===== config.mk =====
export PLATFORM = sky130hd
export DESIGN_NAME = postfix_expression_evaluator_core
export DESIGN_NICKNAME = d
export VERILOG_FILES = /design/src/design/pfe_pkg.sv /design/src/design/pfe_front.sv /design/src/design/pfe_cmd_fifo.sv /design/src/design/pfe_div.sv /design/src/design/pfe_back.sv /design/src/design/postfix_expression_evaluator_core.sv
export SDC_FILE = /design/constraint.sdc
export NUM_CORES = 1
export LEC_CHECK = 0
export BUFFER_PORTS_ARGS = -buffer_cell sky130_fd_sc_hd__buf_2
export CAP_MARGIN = 40
export CORE_ASPECT_RATIO = 0.7
export CORE_MARGIN = 4
export CORE_UTILIZATION = 35
export CTS_BUF_LIST = sky130_fd_sc_hd__clkbuf_4 sky130_fd_sc_hd__clkbuf_8
export CTS_CLUSTER_DIAMETER = 60
export CTS_CLUSTER_SIZE = 16
export DETAILED_ROUTE_END_ITERATION = 16
export PLACE_DENSITY = 0.51
export SETUP_SLACK_MARGIN = 0.02
export SLEW_MARGIN = 20
export SYNTH_ARGS = -nofsm -noshare
export SYNTH_HDL_FRONTEND = slang
export SYNTH_HIERARCHICAL = 1
export SYNTH_SLANG_ARGS = --single-unit

===== constraint.sdc =====
create_clock -name clk -period 6.5 [get_ports clk]
set_input_delay 1.3 -clock clk [delete_from_list [all_inputs] [get_ports clk]]
set_output_delay 1.3 -clock clk [all_outputs]
set_load 0.03 [all_outputs]

===== src/design/pfe_pkg.sv =====
// Shared types, character codes, operation and status codes for the postfix evaluator.
package pfe_pkg;

  localparam int DATA_W          = 16;
  localparam int DEF_STACK_DEPTH = 16;
  localparam int CMDQ_DEPTH      = 4;
  localparam int CMDQ_AW         = $clog2(CMDQ_DEPTH);

  // ASCII codes
  localparam logic [7:0] CH_PLUS  = 8'd43;
  localparam logic [7:0] CH_MINUS = 8'd45;
  localparam logic [7:0] CH_STAR  = 8'd42;
  localparam logic [7:0] CH_SLASH = 8'd47;
  localparam logic [7:0] CH_EQ    = 8'd61;
  localparam logic [7:0] CH_BANG  = 8'd33;
  localparam logic [7:0] CH_0     = 8'd48;
  localparam logic [7:0] CH_9     = 8'd57;

  // Operation codes
  localparam logic [2:0] OP_NONE = 3'd0;
  localparam logic [2:0] OP_ADD  = 3'd1;
  localparam logic [2:0] OP_SUB  = 3'd2;
  localparam logic [2:0] OP_MUL  = 3'd3;
  localparam logic [2:0] OP_DIV  = 3'd4;
  localparam logic [2:0] OP_EQ   = 3'd5;
  localparam logic [2:0] OP_NE   = 3'd6;

  // Status codes
  localparam logic [1:0] ST_OK        = 2'd0;
  localparam logic [1:0] ST_UNDERFLOW = 2'd1;
  localparam logic [1:0] ST_OVERFLOW  = 2'd2;
  localparam logic [1:0] ST_DIVZERO   = 2'd3;

  // One command from the front end to the execution unit
  typedef struct packed {
    logic              push;  // push num before applying op
    logic [DATA_W-1:0] num;
    logic [2:0]        op;
    logic              last;  // emit result after this command
  } cmd_t;

  // Map a character to its operation code
  function automatic logic [2:0] decode_op(input logic [7:0] ch);
    logic [2:0] op;
    unique case (ch)
      CH_PLUS:  op = OP_ADD;
      CH_MINUS: op = OP_SUB;
      CH_STAR:  op = OP_MUL;
      CH_SLASH: op = OP_DIV;
      CH_EQ:    op = OP_EQ;
      CH_BANG:  op = OP_NE;
      default:  op = OP_NONE;
    endcase
    return op;
  endfunction

endpackage


===== src/design/pfe_front.sv =====
// Front end: accepts characters, builds numbers and issues stack commands.
module pfe_front (
  input  logic          clk,
  input  logic          rst,
  input  logic          push,
  output logic          full,
  input  logic [7:0]    char_code,
  input  logic          last_char,
  input  logic          cmdq_full,
  output logic          cmd_wr,
  output pfe_pkg::cmd_t cmd
);
  import pfe_pkg::*;

  logic [DATA_W-1:0] accum;
  logic              in_num;
  logic              accept;
  logic              is_digit;
  logic [2:0]        op;
  logic [DATA_W-1:0] accum_next;

  assign full     = cmdq_full;
  assign accept   = push && !cmdq_full;
  assign is_digit = (char_code >= CH_0) && (char_code <= CH_9);
  assign op       = decode_op(char_code);

  // accum * 10 + digit, wrapping at the data width
  assign accum_next = (accum << 3) + (accum << 1) + DATA_W'(char_code - CH_0);

  // Form the command for this beat
  always_comb begin
    cmd.last = last_char;
    if (is_digit) begin
      cmd.push = 1'b1;
      cmd.num  = accum_next;
      cmd.op   = OP_NONE;
      cmd_wr   = accept && last_char;
    end else begin
      cmd.push = in_num;
      cmd.num  = accum;
      cmd.op   = op;
      cmd_wr   = accept && (in_num || (op != OP_NONE) || last_char);
    end
  end

  // Advance the number builder
  always_ff @(posedge clk) begin
    if (rst) begin
      accum  <= '0;
      in_num <= 1'b0;
    end else if (accept) begin
      if (is_digit && !last_char) begin
        accum  <= accum_next;
        in_num <= 1'b1;
      end else begin
        accum  <= '0;
        in_num <= 1'b0;
      end
    end
  end

endmodule


===== src/design/pfe_cmd_fifo.sv =====
// Short command queue between the front end and the execution unit.
module pfe_cmd_fifo (
  input  logic          clk,
  input  logic          rst,
  input  logic          wr,
  input  pfe_pkg::cmd_t wdata,
  output logic          full,
  input  logic          rd,
  output logic          empty,
  output pfe_pkg::cmd_t rdata
);
  import pfe_pkg::*;

  cmd_t               slots [CMDQ_DEPTH];
  logic [CMDQ_AW-1:0] wptr;
  logic [CMDQ_AW-1:0] rptr;
  logic [CMDQ_AW:0]   count;
  logic               do_wr;
  logic               do_rd;

  assign full  = (count == (CMDQ_AW+1)'(CMDQ_DEPTH));
  assign empty = (count == '0);
  assign do_wr = wr && !full;
  assign do_rd = rd && !empty;
  assign rdata = slots[rptr];

  // Store incoming commands
  always_ff @(posedge clk) begin
    if (do_wr) begin
      slots[wptr] <= wdata;
    end
  end

  // Advance pointers and occupancy
  always_ff @(posedge clk) begin
    if (rst) begin
      wptr  <= '0;
      rptr  <= '0;
      count <= '0;
    end else begin
      if (do_wr) wptr <= wptr + 1'b1;
      if (do_rd) rptr <= rptr + 1'b1;
      if (do_wr && !do_rd) begin
        count <= count + 1'b1;
      end else if (do_rd && !do_wr) begin
        count <= count - 1'b1;
      end
    end
  end

endmodule


===== src/design/pfe_div.sv =====
// Iterative signed divider, one quotient bit per cycle, truncating toward zero.
module pfe_div (
  input  logic                      clk,
  input  logic                      rst,
  input  logic                      start,
  input  logic [pfe_pkg::DATA_W-1:0] num,
  input  logic [pfe_pkg::DATA_W-1:0] den,
  output logic                      done,
  output logic [pfe_pkg::DATA_W-1:0] quot
);
  import pfe_pkg::*;

  localparam int STEP_W = $clog2(DATA_W);

  logic              busy;
  logic [STEP_W-1:0] step;
  logic [DATA_W-1:0] rem;
  logic [DATA_W-1:0] quo;
  logic [DATA_W-1:0] dmag;
  logic              neg;
  logic [DATA_W:0]   trial;
  logic              fits;

  assign trial = {rem, quo[DATA_W-1]};
  assign fits  = (trial >= {1'b0, dmag});
  assign quot  = neg ? (~quo + 1'b1) : quo;

  // Control: run DATA_W steps after start
  always_ff @(posedge clk) begin
    if (rst) begin
      busy <= 1'b0;
      done <= 1'b0;
      step <= '0;
    end else begin
      done <= 1'b0;
      if (start) begin
        busy <= 1'b1;
        step <= '0;
      end else if (busy) begin
        step <= step + 1'b1;
        if (step == STEP_W'(DATA_W-1)) begin
          busy <= 1'b0;
          done <= 1'b1;
        end
      end
    end
  end

  // Datapath: restoring shift-subtract on magnitudes
  always_ff @(posedge clk) begin
    if (start) begin
      quo  <= num[DATA_W-1] ? (~num + 1'b1) : num;
      dmag <= den[DATA_W-1] ? (~den + 1'b1) : den;
      neg  <= num[DATA_W-1] ^ den[DATA_W-1];
      rem  <= '0;
    end else if (busy) begin
      if (fits) begin
        rem <= DATA_W'(trial - {1'b0, dmag});
        quo <= {quo[DATA_W-2:0], 1'b1};
      end else begin
        rem <= trial[DATA_W-1:0];
        quo <= {quo[DATA_W-2:0], 1'b0};
      end
    end
  end

endmodule


===== src/design/pfe_back.sv =====
// Execution unit: operand stack, arithmetic, sticky errors and the result register.
module pfe_back #(
  parameter int STACK_DEPTH = pfe_pkg::DEF_STACK_DEPTH
) (
  input  logic                             clk,
  input  logic                             rst,
  input  logic                             cmdq_empty,
  input  pfe_pkg::cmd_t                    cmd_in,
  output logic                             cmd_rd,
  output logic                             empty,
  input  logic                             pop,
  output logic signed [pfe_pkg::DATA_W-1:0] value,
  output logic [1:0]                       status
);
  import pfe_pkg::*;

  localparam int IDX_W = $clog2(STACK_DEPTH);
  localparam int CNT_W = $clog2(STACK_DEPTH + 1);

  localparam logic [2:0] S_IDLE = 3'd0;
  localparam logic [2:0] S_PUSH = 3'd1;
  localparam logic [2:0] S_OP   = 3'd2;
  localparam logic [2:0] S_EXEC = 3'd3;
  localparam logic [2:0] S_DIV  = 3'd4;
  localparam logic [2:0] S_FIN  = 3'd5;

  logic [2:0]        state;
  cmd_t              cmd;
  logic [CNT_W-1:0]  cnt;
  logic [DATA_W-1:0] top;
  logic [1:0]        err;
  logic              out_valid;

  logic [DATA_W-1:0] mem [STACK_DEPTH];
  logic [DATA_W-1:0] second;
  logic              mem_we;
  logic              mem_re;
  logic [CNT_W-1:0]  cnt_m1;
  logic [CNT_W-1:0]  cnt_m2;

  logic              div_start;
  logic              div_done;
  logic [DATA_W-1:0] div_quot;
  logic [DATA_W-1:0] alu_r;
  logic [2*DATA_W-1:0] prod;

  assign cmd_rd = (state == S_IDLE) && !cmdq_empty;
  assign empty  = !out_valid;
  assign cnt_m1 = cnt - 1'b1;
  assign cnt_m2 = cnt - 2'd2;

  assign mem_we = (state == S_PUSH) && cmd.push && (cnt != '0)
                  && (cnt < CNT_W'(STACK_DEPTH));
  assign mem_re = (state == S_OP) && (cnt >= CNT_W'(2));

  assign div_start = (state == S_EXEC) && (cmd.op == OP_DIV) && (top != '0);

  // Stack memory: one write, one registered read
  always_ff @(posedge clk) begin
    if (mem_we) begin
      mem[cnt_m1[IDX_W-1:0]] <= top;
    end
    if (mem_re) begin
      second <= mem[cnt_m2[IDX_W-1:0]];
    end
  end

  pfe_div u_div (
    .clk   (clk),
    .rst   (rst),
    .start (div_start),
    .num   (second),
    .den   (top),
    .done  (div_done),
    .quot  (div_quot)
  );

  // Combinational operators other than division
  assign prod = second * top;
  always_comb begin
    unique case (cmd.op)
      OP_ADD:  alu_r = second + top;
      OP_SUB:  alu_r = second - top;
      OP_MUL:  alu_r = prod[DATA_W-1:0];
      OP_EQ:   alu_r = DATA_W'(second == top);
      OP_NE:   alu_r = DATA_W'(second != top);
      default: alu_r = '0;
    endcase
  end

  // Sequence each command
  always_ff @(posedge clk) begin
    if (rst) begin
      state     <= S_IDLE;
      cnt       <= '0;
      err       <= ST_OK;
      out_valid <= 1'b0;
    end else begin
      if (pop && out_valid) out_valid <= 1'b0;
      unique case (state)
        S_IDLE: begin
          if (!cmdq_empty) begin
            cmd   <= cmd_in;
            state <= S_PUSH;
          end
        end
        S_PUSH: begin
          if (cmd.push) begin
            if (cnt >= CNT_W'(STACK_DEPTH)) begin
              if (err == ST_OK) err <= ST_OVERFLOW;
            end else begin
              top <= cmd.num;
              cnt <= cnt + 1'b1;
            end
          end
          state <= (cmd.op != OP_NONE) ? S_OP : S_FIN;
        end
        S_OP: begin
          if (cnt < CNT_W'(2)) begin
            if (err == ST_OK) err <= ST_UNDERFLOW;
            state <= S_FIN;
          end else begin
            state <= S_EXEC;
          end
        end
        S_EXEC: begin
          if (cmd.op == OP_DIV) begin
            if (top == '0) begin
              if (err == ST_OK) err <= ST_DIVZERO;
              top   <= '0;
              cnt   <= cnt_m1;
              state <= S_FIN;
            end else begin
              state <= S_DIV;
            end
          end else begin
            top   <= alu_r;
            cnt   <= cnt_m1;
            state <= S_FIN;
          end
        end
        S_DIV: begin
          if (div_done) begin
            top   <= div_quot;
            cnt   <= cnt_m1;
            state <= S_FIN;
          end
        end
        S_FIN: begin
          if (!cmd.last) begin
            state <= S_IDLE;
          end else if (!out_valid) begin
            // Hold the result, then clear for the next expression
            out_valid <= 1'b1;
            value     <= (cnt != '0) ? top : '0;
            status    <= ((cnt == '0) && (err == ST_OK)) ? ST_UNDERFLOW : err;
            cnt       <= '0;
            err       <= ST_OK;
            state     <= S_IDLE;
          end
        end
        default: state <= S_IDLE;
      endcase
    end
  end

endmodule


===== src/design/postfix_expression_evaluator_core.sv =====
// Top level of the postfix expression evaluator: front end, command queue, execution unit.
//
// Usage: feed an expression one ASCII character per beat on char_code, with
// last_char high on its final character. A beat is taken when push is high
// and full is low. Digits build unsigned numbers; + - * / = ! operate on the
// operand stack; anything else only ends a number. After the last character
// one result (value, status) appears while empty is low and leaves on pop.
// The front end handles a character in the beat it is taken. An operator
// runs through states idle, push, op, exec, fin; '/' also waits in div while
// the iterative divider resolves one quotient bit per cycle and sets the
// sustained rate for division-heavy input. A four-entry command queue
// lets the front end keep taking characters while the execution unit works.
// When the receiver stalls, the result waits in the output register and
// execution holds at the next final character; full rises once the queue
// fills. Reset (rst, synchronous) empties the queue and the stack, clears
// the pending number and the sticky error, and drops any waiting result.
module postfix_expression_evaluator_core #(
  parameter int STACK_DEPTH = pfe_pkg::DEF_STACK_DEPTH
) (
  input  logic                              clk,
  input  logic                              rst,
  input  logic                              push,
  output logic                              full,
  input  logic [7:0]                        char_code,
  input  logic                              last_char,
  output logic                              empty,
  input  logic                              pop,
  output logic signed [pfe_pkg::DATA_W-1:0] value,
  output logic [1:0]                        status
);
  import pfe_pkg::*;

  cmd_t cmd_w;
  cmd_t cmd_r;
  logic cmd_wr;
  logic cmd_rd;
  logic cmdq_full;
  logic cmdq_empty;

  pfe_front u_front (
    .clk       (clk),
    .rst       (rst),
    .push      (push),
    .full      (full),
    .char_code (char_code),
    .last_char (last_char),
    .cmdq_full (cmdq_full),
    .cmd_wr    (cmd_wr),
    .cmd       (cmd_w)
  );

  pfe_cmd_fifo u_cmdq (
    .clk   (clk),
    .rst   (rst),
    .wr    (cmd_wr),
    .wdata (cmd_w),
    .full  (cmdq_full),
    .rd    (cmd_rd),
    .empty (cmdq_empty),
    .rdata (cmd_r)
  );

  pfe_back #(
    .STACK_DEPTH (STACK_DEPTH)
  ) u_back (
    .clk        (clk),
    .rst        (rst),
    .cmdq_empty (cmdq_empty),
    .cmd_in     (cmd_r),
    .cmd_rd     (cmd_rd),
    .empty      (empty),
    .pop        (pop),
    .value      (value),
    .status     (status)
  );

  // Queue never reports full and empty together
  a_q_consistent: assert property (@(posedge clk) disable iff (rst)
    !(cmdq_full && cmdq_empty))
    else $error("command queue full and empty at once");

  // Front end enqueues only into a queue with room
  a_no_wr_full: assert property (@(posedge clk) disable iff (rst)
    cmd_wr |-> !cmdq_full)
    else $error("command written into full queue");

  // Execution unit dequeues only from a non-empty queue
  a_no_rd_empty: assert property (@(posedge clk) disable iff (rst)
    cmd_rd |-> !cmdq_empty)
    else $error("command read from empty queue");

endmodule

==> run_results.csv, run 1 <==
group,metric,value,unit
status,outcome,"completed",
placement,place_area,30100,µm²
drt,first_pass_iters,5,
global_route,grt_usage,17.9,%
yosys,synthDominantCellAreaShare,47.0,%
clock_tree,cts-resized-gates,0,
min_path,hp-class,"register to register",
clock_tree,ctsRootBufferMaster,"clkbuf_8",
yosys,yosys-top-cells-area,"edfxtp_1, mux4_2, fa_1, ha_1, dfxtp_1",
yosys,synthArstFlopShare,0,%
timing,hold_violations,0,
timing,setup_viol,0,
drt,drt_iter0_drc,1715,
clock_tree,clk_path_buf_depth,3,
yosys,syn_area_per_cell,12.8,µm²
timing,fin_crit,6.01,ns
finish,fill_cells,7645,
finish,nets,2523,
clock_tree,post_cts_buffers,0,
worst_setup_path,arrival,6.42,ns
global_route,grt_max_degree,46,
clock_tree,clock-sinks,503,
drt,vias,18300,
floorplanning,coreArea,80400,µm²
finish,final_area,31100,µm²
timing,worst_slew_pin_slew,0.814,ns
yosys,synth_nets,2455,
global_route,grt_pass1_wl,117000,µm
yosys,ys_seq_area_share,51.2,%
floorplanning,die_h,246,µm
worst_setup_path,required,6.91,ns
placement,port_buffers,32,
timing,skew,0.0511,ns
yosys,yosys_most_used_dff,"edfxtp_1",
yosys,yosysMostFrequentCell,"edfxtp_1",
clock_tree,tritoncts,"yes",
power_and_ir_drop,leakage,11.2,nW
drt,drc,0,
clock_tree,postCtsHoldBufs,0,
placement,place_congestion,0.887,
yosys,synth_edf_count,444,
run,max_cap_viol_count,0,
timing,rsz0062_at_grt,"no",
worst_setup_path,path_max_fanout,9,
power_and_ir_drop,power.density,454,nW/µm²
finish,n_antenna_cell,0,
placement,dp.final_hpwl,54500,µm
clock_tree,clk_pin_slew,0.10,ns
placement,dp.cells,3301,
timing,finalSetupTns,0,ns
global_route,antenna_found_initial,2,
clock_tree,clock_latency,0.68,ns
yosys,synth_cell_types,91,
floorplanning,fp.dieArea,85700,µm²
yosys,syn_area,28300,µm²
drt,viasPerCell,5.41,
yosys,yosysWarnings,6,
timing,max_slew_margin,45.7,%
timing,post-route-period-util,92.5,%
power_and_ir_drop,max-vdd-ir-drop,0.000646,V
yosys,synthCells,2213,
finish,final_layout_size_suffix_gt1_share,15.5,%
yosys,synth_common_cells,"edfxtp_1, inv_1, nand2_1",
timing,fmax,166,MHz
floorplanning,die-width,348,µm
yosys,synth_seq_cells,503,
timing,drv_slew,0,
worst_setup_path,critPathKind,"register to register",
floorplanning,initial_core_util,35.2,%
worst_setup_path,start_kind,"register",
worst_setup_path,crit_path_end_kind,"register",
floorplanning,row_count,87,
finish,layout.cells.non_filler,3378,
yosys,yosysTopAreaCell,"edfxtp_1",
finish,area_growth,9.74,%
global_route,grt_overflow,0,
drt,final_antenna_net_count,0,
floorplanning,ioPinCount,33,
drt,routed_wl,76600,µm
clock_tree,numCtsBuffers,43,
global_route,grt_pass1_vias,18200,
clock_tree,htreeDepth,2,
drt,wire_per_inst,22.7,µm
[final timing paths]
check	start	end	slack (ns)	depth (start not counted)
max	u_back/second[5]	u_back/top[14]	0.49	18
min	u_front/in_num	u_front/in_num	0.46	2
max reg2reg	u_back/second[5]	u_back/top[14]	0.49	18
min reg2reg	u_front/in_num	u_front/in_num	0.46	2
[stage by stage]
stage / hold slack (ns) / setup slack (ns) / total power, mW / util [%]
after floorplan: 0.432 / 0.793 / 10.1 / -
after global placement: 0.440 / 0.580 / 12.0 / 37.3
after detailed placement: 0.444 / 0.520 / 12.0 / 37.4
after CTS: 0.458 / 0.555 / 14.2 / 38.6
after global routing: 0.481 / 0.252 / 15.3 / 38.7
final: 0.459 / 0.488 / 14.1 / 38.7
[worst max-delay path, stage by stage, from the launching register on]
cell	delay (ns)
edfxtp_1	0.62
ha_1	0.34
xnor2_1	0.16
ha_1	0.18
a31oi_1	0.39
fa_1	0.52
fa_1	0.48
fa_1	0.49
inv_1	0.05
fa_1	0.53
inv_1	0.05
fa_1	0.53
inv_1	0.04
ha_1	0.37
nand3_1	0.11
o21ai_0	0.12
o41ai_1	0.44
xor2_1	0.22
o221ai_1	0.13
[cell families after synthesis]
group                    Yosys count  share of synthesized area [%]
AO/OA/AOI/OAI                    373                           8.99
XOR/XNOR                         121                           3.74
adder cells (fa/ha/maj)          229                           12.6
buffers and inverters            292                           4.40
flip-flops                       503                           51.2
multiplexers                     125                           8.96
AND/OR/NAND/NOR                  570                           10.1
[area by class of cell]
cell class,count,area [µm²],area share [%]
inverters,194,728,2.34
well taps,1068,1340,4.30
flip-flops and latches,503,14500,46.7
clock inverters,17,254,0.816
multi-input cells,1418,12600,40.6
repair buffers,121,917,2.95
clock buffers,57,709,2.28
[report_power, final]
group,internal [mW],switching (mW)
clock network,0.905,1.15
registers,3.90,0.332
logic,3.38,4.44
[flip-flops by register name, summed over array words and instances, names as in the netlist, 3 cells and up, named ones only]
| register | flops |
|---|---|
| u_back/second | 16 |
| u_back/u_div/dmag | 16 |
| u_back/state | 3 |
| u_back/cnt | 5 |
| u_cmdq/count | 3 |
| u_back/u_div/rem | 16 |
| u_back/value | 16 |
| u_front/accum | 16 |
| u_cmdq/slots | 84 |
| u_back/cmd | 21 |
| u_back/mem | 256 |
| u_back/u_div/quo | 16 |
| u_back/top | 16 |
| u_back/u_div/step | 4 |
[per-layer routing]
layer  vias up  track usage [%]  wire, µm
met3        92             3.36      4940
li1       8248                -         -
met1      9405             28.0     38400
met2       521             25.7     32000
met5         -                0        13
met4         2             3.55      1270
[cell usage in the layout, fill, tap and decap left out, drive strengths merged, types with 34 or more instances in the layout]
cell / n
clkbuf: 57
edfxtp: 444
mux4: 101
dfxtp: 59
o21ai: 73
inv: 198
nand3: 37
nor3: 34
xnor2: 79
a21oi: 90
nor2: 147
fa: 96
buf: 120
and2: 64
xor2: 42
nand2: 166
ha: 133
Note: power is estimated with default switching activity, not from simulation.
==> run 2, diff against run 1 <==
SYNTH_HIERARCHICAL = default   (was 1)
==> run_results.csv, run 2 <==
group,metric,value,unit
yosys,synthDominantCellAreaShare,48.0,%
worst_setup_path,start_kind,"register",
clock_tree,clock_latency,0.66,ns
drt,drc,0,
timing,finalSetupTns,0,ns
run,max_cap_viol_count,0,
status,outcome,"completed",
power_and_ir_drop,power.density,397,nW/µm²
timing,drv_slew,0,
clock_tree,postCtsHoldBufs,0,
yosys,yosysWarnings,0,
timing,skew,0.0294,ns
placement,dp.final_hpwl,53400,µm
yosys,syn_area_per_cell,12.8,µm²
worst_setup_path,cp_slowest_stage_delay,0.88,ns
yosys,synth_edf_count,444,
worst_setup_path,crit_family,"adder cells",
drt,first_pass_iters,6,
clock_tree,clk_path_buf_depth,3,
drt,drt_iter0_drc,1627,
yosys,yosysMostFrequentCell,"edfxtp_1",
floorplanning,row_count,86,
power_and_ir_drop,leakage,11.1,nW
finish,final_cell_mix,"edfxtp_1, inv_1, nand2_1",
timing,fmax,161,MHz
drt,vias,17500,
yosys,yosys_most_used_dff,"edfxtp_1",
global_route,grt_overflow,0,
power_and_ir_drop,power.total,12.1,mW
finish,final_common_cell,"edfxtp_1",
worst_setup_path,crit_buf_inv,2,
timing,worst_slew_pin_slew,0.878,ns
clock_tree,ctsRootBufferMaster,"clkbuf_8",
yosys,syn_area,27800,µm²
clock_tree,clk_pin_slew,0.09,ns
worst_setup_path,cp_cell_sequence,"and2_1, fa_1, fa_1, ha_1, fa_1, inv_1, fa_1, fa_1, inv_1, ha_1, or2_2, a21oi_1, o31ai_1, a31oi_1, xnor2_1, a21oi_1, o21ai_0",
clock_tree,clock-sinks,501,
drt,wire_per_inst,22.6,µm
yosys,synth_nets,2406,
timing,hold_violations,0,
clock_tree,cts-resized-gates,0,
floorplanning,initial_core_util,35.3,%
floorplanning,coreArea,78700,µm²
drt,routed_wl,74900,µm
yosys,synth_common_cells,"edfxtp_1, inv_1, nand2_1",
global_route,grt_max_degree,46,
floorplanning,ioPinCount,33,
finish,area_growth,10.1,%
worst_setup_path,required,6.90,ns
worst_setup_path,critPathKind,"register to register",
clock_tree,post_cts_buffers,0,
power_and_ir_drop,max-vdd-ir-drop,0.000444,V
global_route,grt_usage,17.9,%
timing,post-route-period-util,95.7,%
worst_setup_path,path_max_fanout,16,
yosys,ys_seq_area_share,52.1,%
yosys,synth_cell_types,85,
min_path,hp-class,"register to register",
floorplanning,die_h,244,µm
timing,max_slew_margin,41.2,%
finish,fill_cells,7390,
worst_setup_path,arrival,6.62,ns
timing,fin_crit,6.22,ns
placement,port_buffers,32,
worst_setup_path,crit_top_cell,"fa_1",
worst_setup_path,crit_slowest_cell,"edfxtp_1",
clock_tree,htreeDepth,2,
yosys,synthArstFlopShare,0,%
clock_tree,tritoncts,"yes",
finish,nets,2466,
yosys,yosysTopAreaCell,"edfxtp_1",
drt,viasPerCell,5.30,
yosys,synth_seq_cells,501,
global_route,antenna_found_initial,2,
yosys,synthCells,2164,
clock_tree,numCtsBuffers,45,
floorplanning,die-width,345,µm
timing,rsz0062_at_grt,"no",
finish,largest_reg_flops,256,
yosys,yosys-top-cells-area,"edfxtp_1, mux4_2, fa_1, ha_1, dfxtp_1",
finish,final_layout_size_suffix_gt1_share,15.4,%
worst_setup_path,crit_path_end_kind,"register",
global_route,grt_pass1_vias,17500,
placement,place_congestion,0.955,
finish,multi_input_area,12200,µm²
finish,regArea,14500,µm²
floorplanning,fp.dieArea,84000,µm²
drt,final_antenna_net_count,0,
global_route,grt_pass1_wl,113000,µm
timing,setup_viol,0,
## run 2: cell types whose count changed after synthesis, sizes merged, moves of 7 or more
cell / previous run / this run
clkbuf: 61 / 85
buf: 35 / 18
o21ai: 73 / 89
a21oi: 90 / 75
inv: 194 / 208
mux2i: 9 / 21
and2: 64 / 54
nor3: 34 / 24
nor2: 147 / 138
nand2: 166 / 158
o211ai: 15 / 7
a22o: 9 / 2
nand3: 37 / 30
xnor2: 79 / 86
## run 2: kinds of logic (layout without fill, tap and decap cells)
kind of cell             Yosys count  after routing  synth area share (%)
AND/OR/NAND/NOR                  519            519                  9.07
flip-flops                       501            501                  52.1
AO/OA/AOI/OAI                    345            345                  8.25
buffers and inverters            311            397                  4.25
adder cells (fa/ha/maj)          229            229                  12.9
multiplexers                     132            132                  9.36
XOR/XNOR                         127            127                  4.01
other                              0              1                     0
## run 2: per-layer routing
| layer | vias to the layer above | GRT usage [%] | part of all wire [%] |
|---|---|---|---|
| met5 | - | 0 | 0 |
| met4 | 0 | 3.49 | 1.5 |
| met3 | 80 | 3.46 | 7.4 |
| met2 | 569 | 25.0 | 42 |
| met1 | 8906 | 28.6 | 50 |
| li1 | 7974 | - | - |
## run 2: metrics by stage
stage / std cells / hold WS (ns) / area, µm² / worst slack, ns / util [%]
final: 3307 / 0.459 / 30500 / 0.278 / 38.8
after detailed placement: 3231 / 0.448 / 29600 / 0.438 / 37.7
after floorplan: 2164 / 0.436 / 27800 / 0.898 / -
after CTS: 3304 / 0.462 / 30500 / 0.425 / 38.8
after global placement: 3224 / 0.442 / 29500 / 0.597 / 37.5
after global routing: 3307 / 0.497 / 30500 / 0.123 / 38.8
## run 2: area by class of cell
cell class	count	area share, %
sequential	501	47.4
multi-input combinational	1352	40.0
tap	1056	4.33
timing repair buffer	116	2.80
inverter	208	2.56
clock buffer	54	2.27
clock inverter	19	0.668
antenna	1	0.00819
## run 2: worst min-delay path, delay by kind of cell (launching register included)
family	cells	cell delay (ns)
DFF	1	0.32
AOI/OAI and AO/OA	1	0.05
and+or+nand+nor	1	0.05
## run 2: power by group
part	switching [mW]	total, mW	internal [mW]
clock	1.17	1.98	0.813
combinational	3.65	6.12	2.46
sequential	0.230	4.05	3.82
total	5.05	12.1	7.09
## run 2: path summary, 6_finish.rpt
path                   from             end  slack [ns]  depth (start not counted)
max           u_back.top[2]  u_back.top[14]        0.28                         17
min          u_front.in_num  u_front.in_num        0.46                          2
max reg2reg   u_back.top[2]  u_back.top[14]        0.28                         17
min reg2reg  u_front.in_num  u_front.in_num        0.46                          2
==> run 3, diff against run 2 <==
--- a/config.mk
+++ b/config.mk
@@ -10,3 +10,3 @@
 export CORE_ASPECT_RATIO = 0.7
-export CORE_MARGIN = 4
+export CORE_MARGIN = 2
 export CORE_UTILIZATION = 35
@@ -21,2 +21,3 @@
 export SYNTH_HDL_FRONTEND = slang
+export SYNTH_HIERARCHICAL = 1
 export SYNTH_SLANG_ARGS = --single-unit
--- a/constraint.sdc
+++ b/constraint.sdc
@@ -3,2 +3,2 @@
 set_output_delay 1.3 -clock clk [all_outputs]
-set_load 0.03 [all_outputs]
+set_load 0.1 [all_outputs]
==> run_results.csv, run 3 (synthesis gave the netlist of run 1 again) <==
group,metric,value,unit
status,outcome,"completed",
clock_tree,numCtsBuffers,44,
worst_setup_path,path_max_fanout,15,
finish,area_growth,9.68,%
clock_tree,cts-resized-gates,0,
timing,hold_violations,0,
timing,fmax,170,MHz
global_route,grt_usage,18.4,%
min_path,whs_endpoint,"u_front/in_num",
timing,hold_ws,0.461,ns
drt,viasPerCell,5.42,
floorplanning,die_h,242,µm
run,max_cap_viol_count,0,
clock_tree,postCtsHoldBufs,0,
placement,place_congestion,0.928,
power_and_ir_drop,max-vdd-ir-drop,0.000619,V
placement,dp.final_hpwl,54700,µm
floorplanning,coreArea,80300,µm²
worst_setup_path,r2r_end,"u_back/top[13]",
clock_tree,clk_pin_slew,0.10,ns
finish,final_cell_mix,"edfxtp_1, inv_1, nand2_1",
worst_setup_path,crit_path_end_kind,"register",
drt,routed_wl,75800,µm
global_route,grt_max_degree,49,
power_and_ir_drop,power.density,451,nW/µm²
drt,vias,18300,
worst_setup_path,r2r_cells,20,
worst_setup_path,r2r-start,"u_back/top[3]",
worst_setup_path,required,6.93,ns
floorplanning,row_count,87,
floorplanning,ioPinCount,33,
min_path,hold_depth,2,
drt,wire_per_inst,22.5,µm
timing,fin_ws,0.628,ns
clock_tree,clock_latency,0.70,ns
finish,nets,2523,
worst_setup_path,critPathKind,"register to register",
finish,largest_reg_flops,256,
global_route,grt_overflow,0,
power_and_ir_drop,leakage,11.2,nW
finish,layout.cells.non_filler,3378,
clock_tree,ctsRootBufferMaster,"clkbuf_8",
timing,skew,0.0576,ns
timing,post-route-period-util,90.3,%
clock_tree,htreeDepth,2,
timing,max_slew_margin,37.8,%
floorplanning,fp.dieArea,83300,µm²
finish,final_common_cell,"edfxtp_1",
drt,drc,0,
worst_setup_path,reg2reg_slack,0.63,ns
global_route,grt_pass1_vias,18200,
placement,dpl_worst_slack,0.631,ns
min_path,worstHoldStart,"u_front/in_num",
global_route,grt_pass1_wl,116000,µm
floorplanning,initial_core_util,35.3,%
placement,port_buffers,32,
timing,fin_crit,5.87,ns
drt,drt_iter0_drc,1659,
clock_tree,post_cts_buffers,0,
global_route,antenna_found_initial,4,
worst_setup_path,arrival,6.30,ns
timing,rsz0062_at_grt,"no",
timing,worst_slew_pin_slew,0.923,ns
drt,first_pass_iters,7,
worst_setup_path,start_kind,"register",
finish,final_layout_size_suffix_gt1_share,15.5,%
min_path,hp-class,"register to register",
timing,drv_slew,0,
timing,setup_viol,0,
placement,dp.cells,3301,
clock_tree,tritoncts,"yes",
clock_tree,clock-sinks,503,
drt,final_antenna_net_count,0,
floorplanning,die-width,344,µm
clock_tree,clk_path_buf_depth,3,
timing,finalSetupTns,0,ns
run 3: cell types whose count changed in the layout (fill, tap and decap cells not counted), sizes merged, moves of 8 or more:
cell | previous run | this run
o211ai | 7 | 15
inv | 214 | 204
nand2 | 158 | 166
nor3 | 24 | 34
nor2 | 138 | 147
and2 | 54 | 64
o21ai | 89 | 73
mux2i | 21 | 9
a21oi | 75 | 90
run 3: worst max path at each step:
stage / slack (ns) / cells past startpoint / startpoint / end
final: 0.63 / 20 / u_back/top[3] / u_back/top[13]
after global placement: 0.64 / 18 / u_back/second[2] / u_back/top[13]
after CTS: 0.63 / 17 / u_back/top[2] / u_back/top[13]
after detailed placement: 0.63 / 20 / u_back/top[3] / u_back/top[13]
after floorplan: 0.79 / 19 / u_back/top[6] / u_back/top[13]
after global routing: 0.37 / 16 / u_back/top[2] / u_back/top[14]
run 3: layer usage:
layer / wire [µm] / track usage (%)
met1: 37400 / 29.0
met2: 31200 / 25.6
met3: 6070 / 4.24
met4: 1110 / 3.41
met5: 13 / 0
run 3: stage by stage:
step	util (%)	power [mW]	instance area [µm²]
detailed placement	37.5	12.0	30100
CTS	38.7	14.1	31100
floorplan	-	10.1	28300
global route	38.7	15.3	31100
finish	38.7	14.0	31100
global placement	37.3	11.9	29900
run 3: report_power, final:
| part | internal (mW) | switching (mW) | leakage, nW |
|---|---|---|---|
| Clock | 0.877 | 1.17 | 0.495 |
| Combinational | 3.37 | 4.41 | 6.21 |
| Sequential | 3.90 | 0.296 | 4.53 |
| Total | 8.15 | 5.88 | 11.2 |
run 3: critical path: stages, from the launching register on:
cell and delay (ns):
edfxtp_1 0.78, ha_1 0.33, inv_1 0.09, fa_1 0.50
fa_1 0.50, inv_1 0.04, ha_1 0.20, fa_1 0.48
ha_1 0.28, inv_1 0.05, fa_1 0.53, inv_1 0.04
ha_1 0.33, o21a_1 0.12, o31a_1 0.15, o211ai_1 0.27
a21oi_1 0.16, or4_1 0.49, nand3_1 0.10, a21o_1 0.12
o211ai_1 0.08
run 3: layout make-up:
| cell class | instances | area, µm² |
|---|---|---|
| repair buffers | 120 | 903 |
| diodes | 1 | 2.50 |
| fillers | 7729 | 49200 |
| multi-input cells | 1418 | 12600 |
| flip-flops and latches | 503 | 14500 |
| clock inverters | 17 | 246 |
| clock buffers | 57 | 709 |
| inverters | 194 | 728 |
| well taps | 1068 | 1340 |
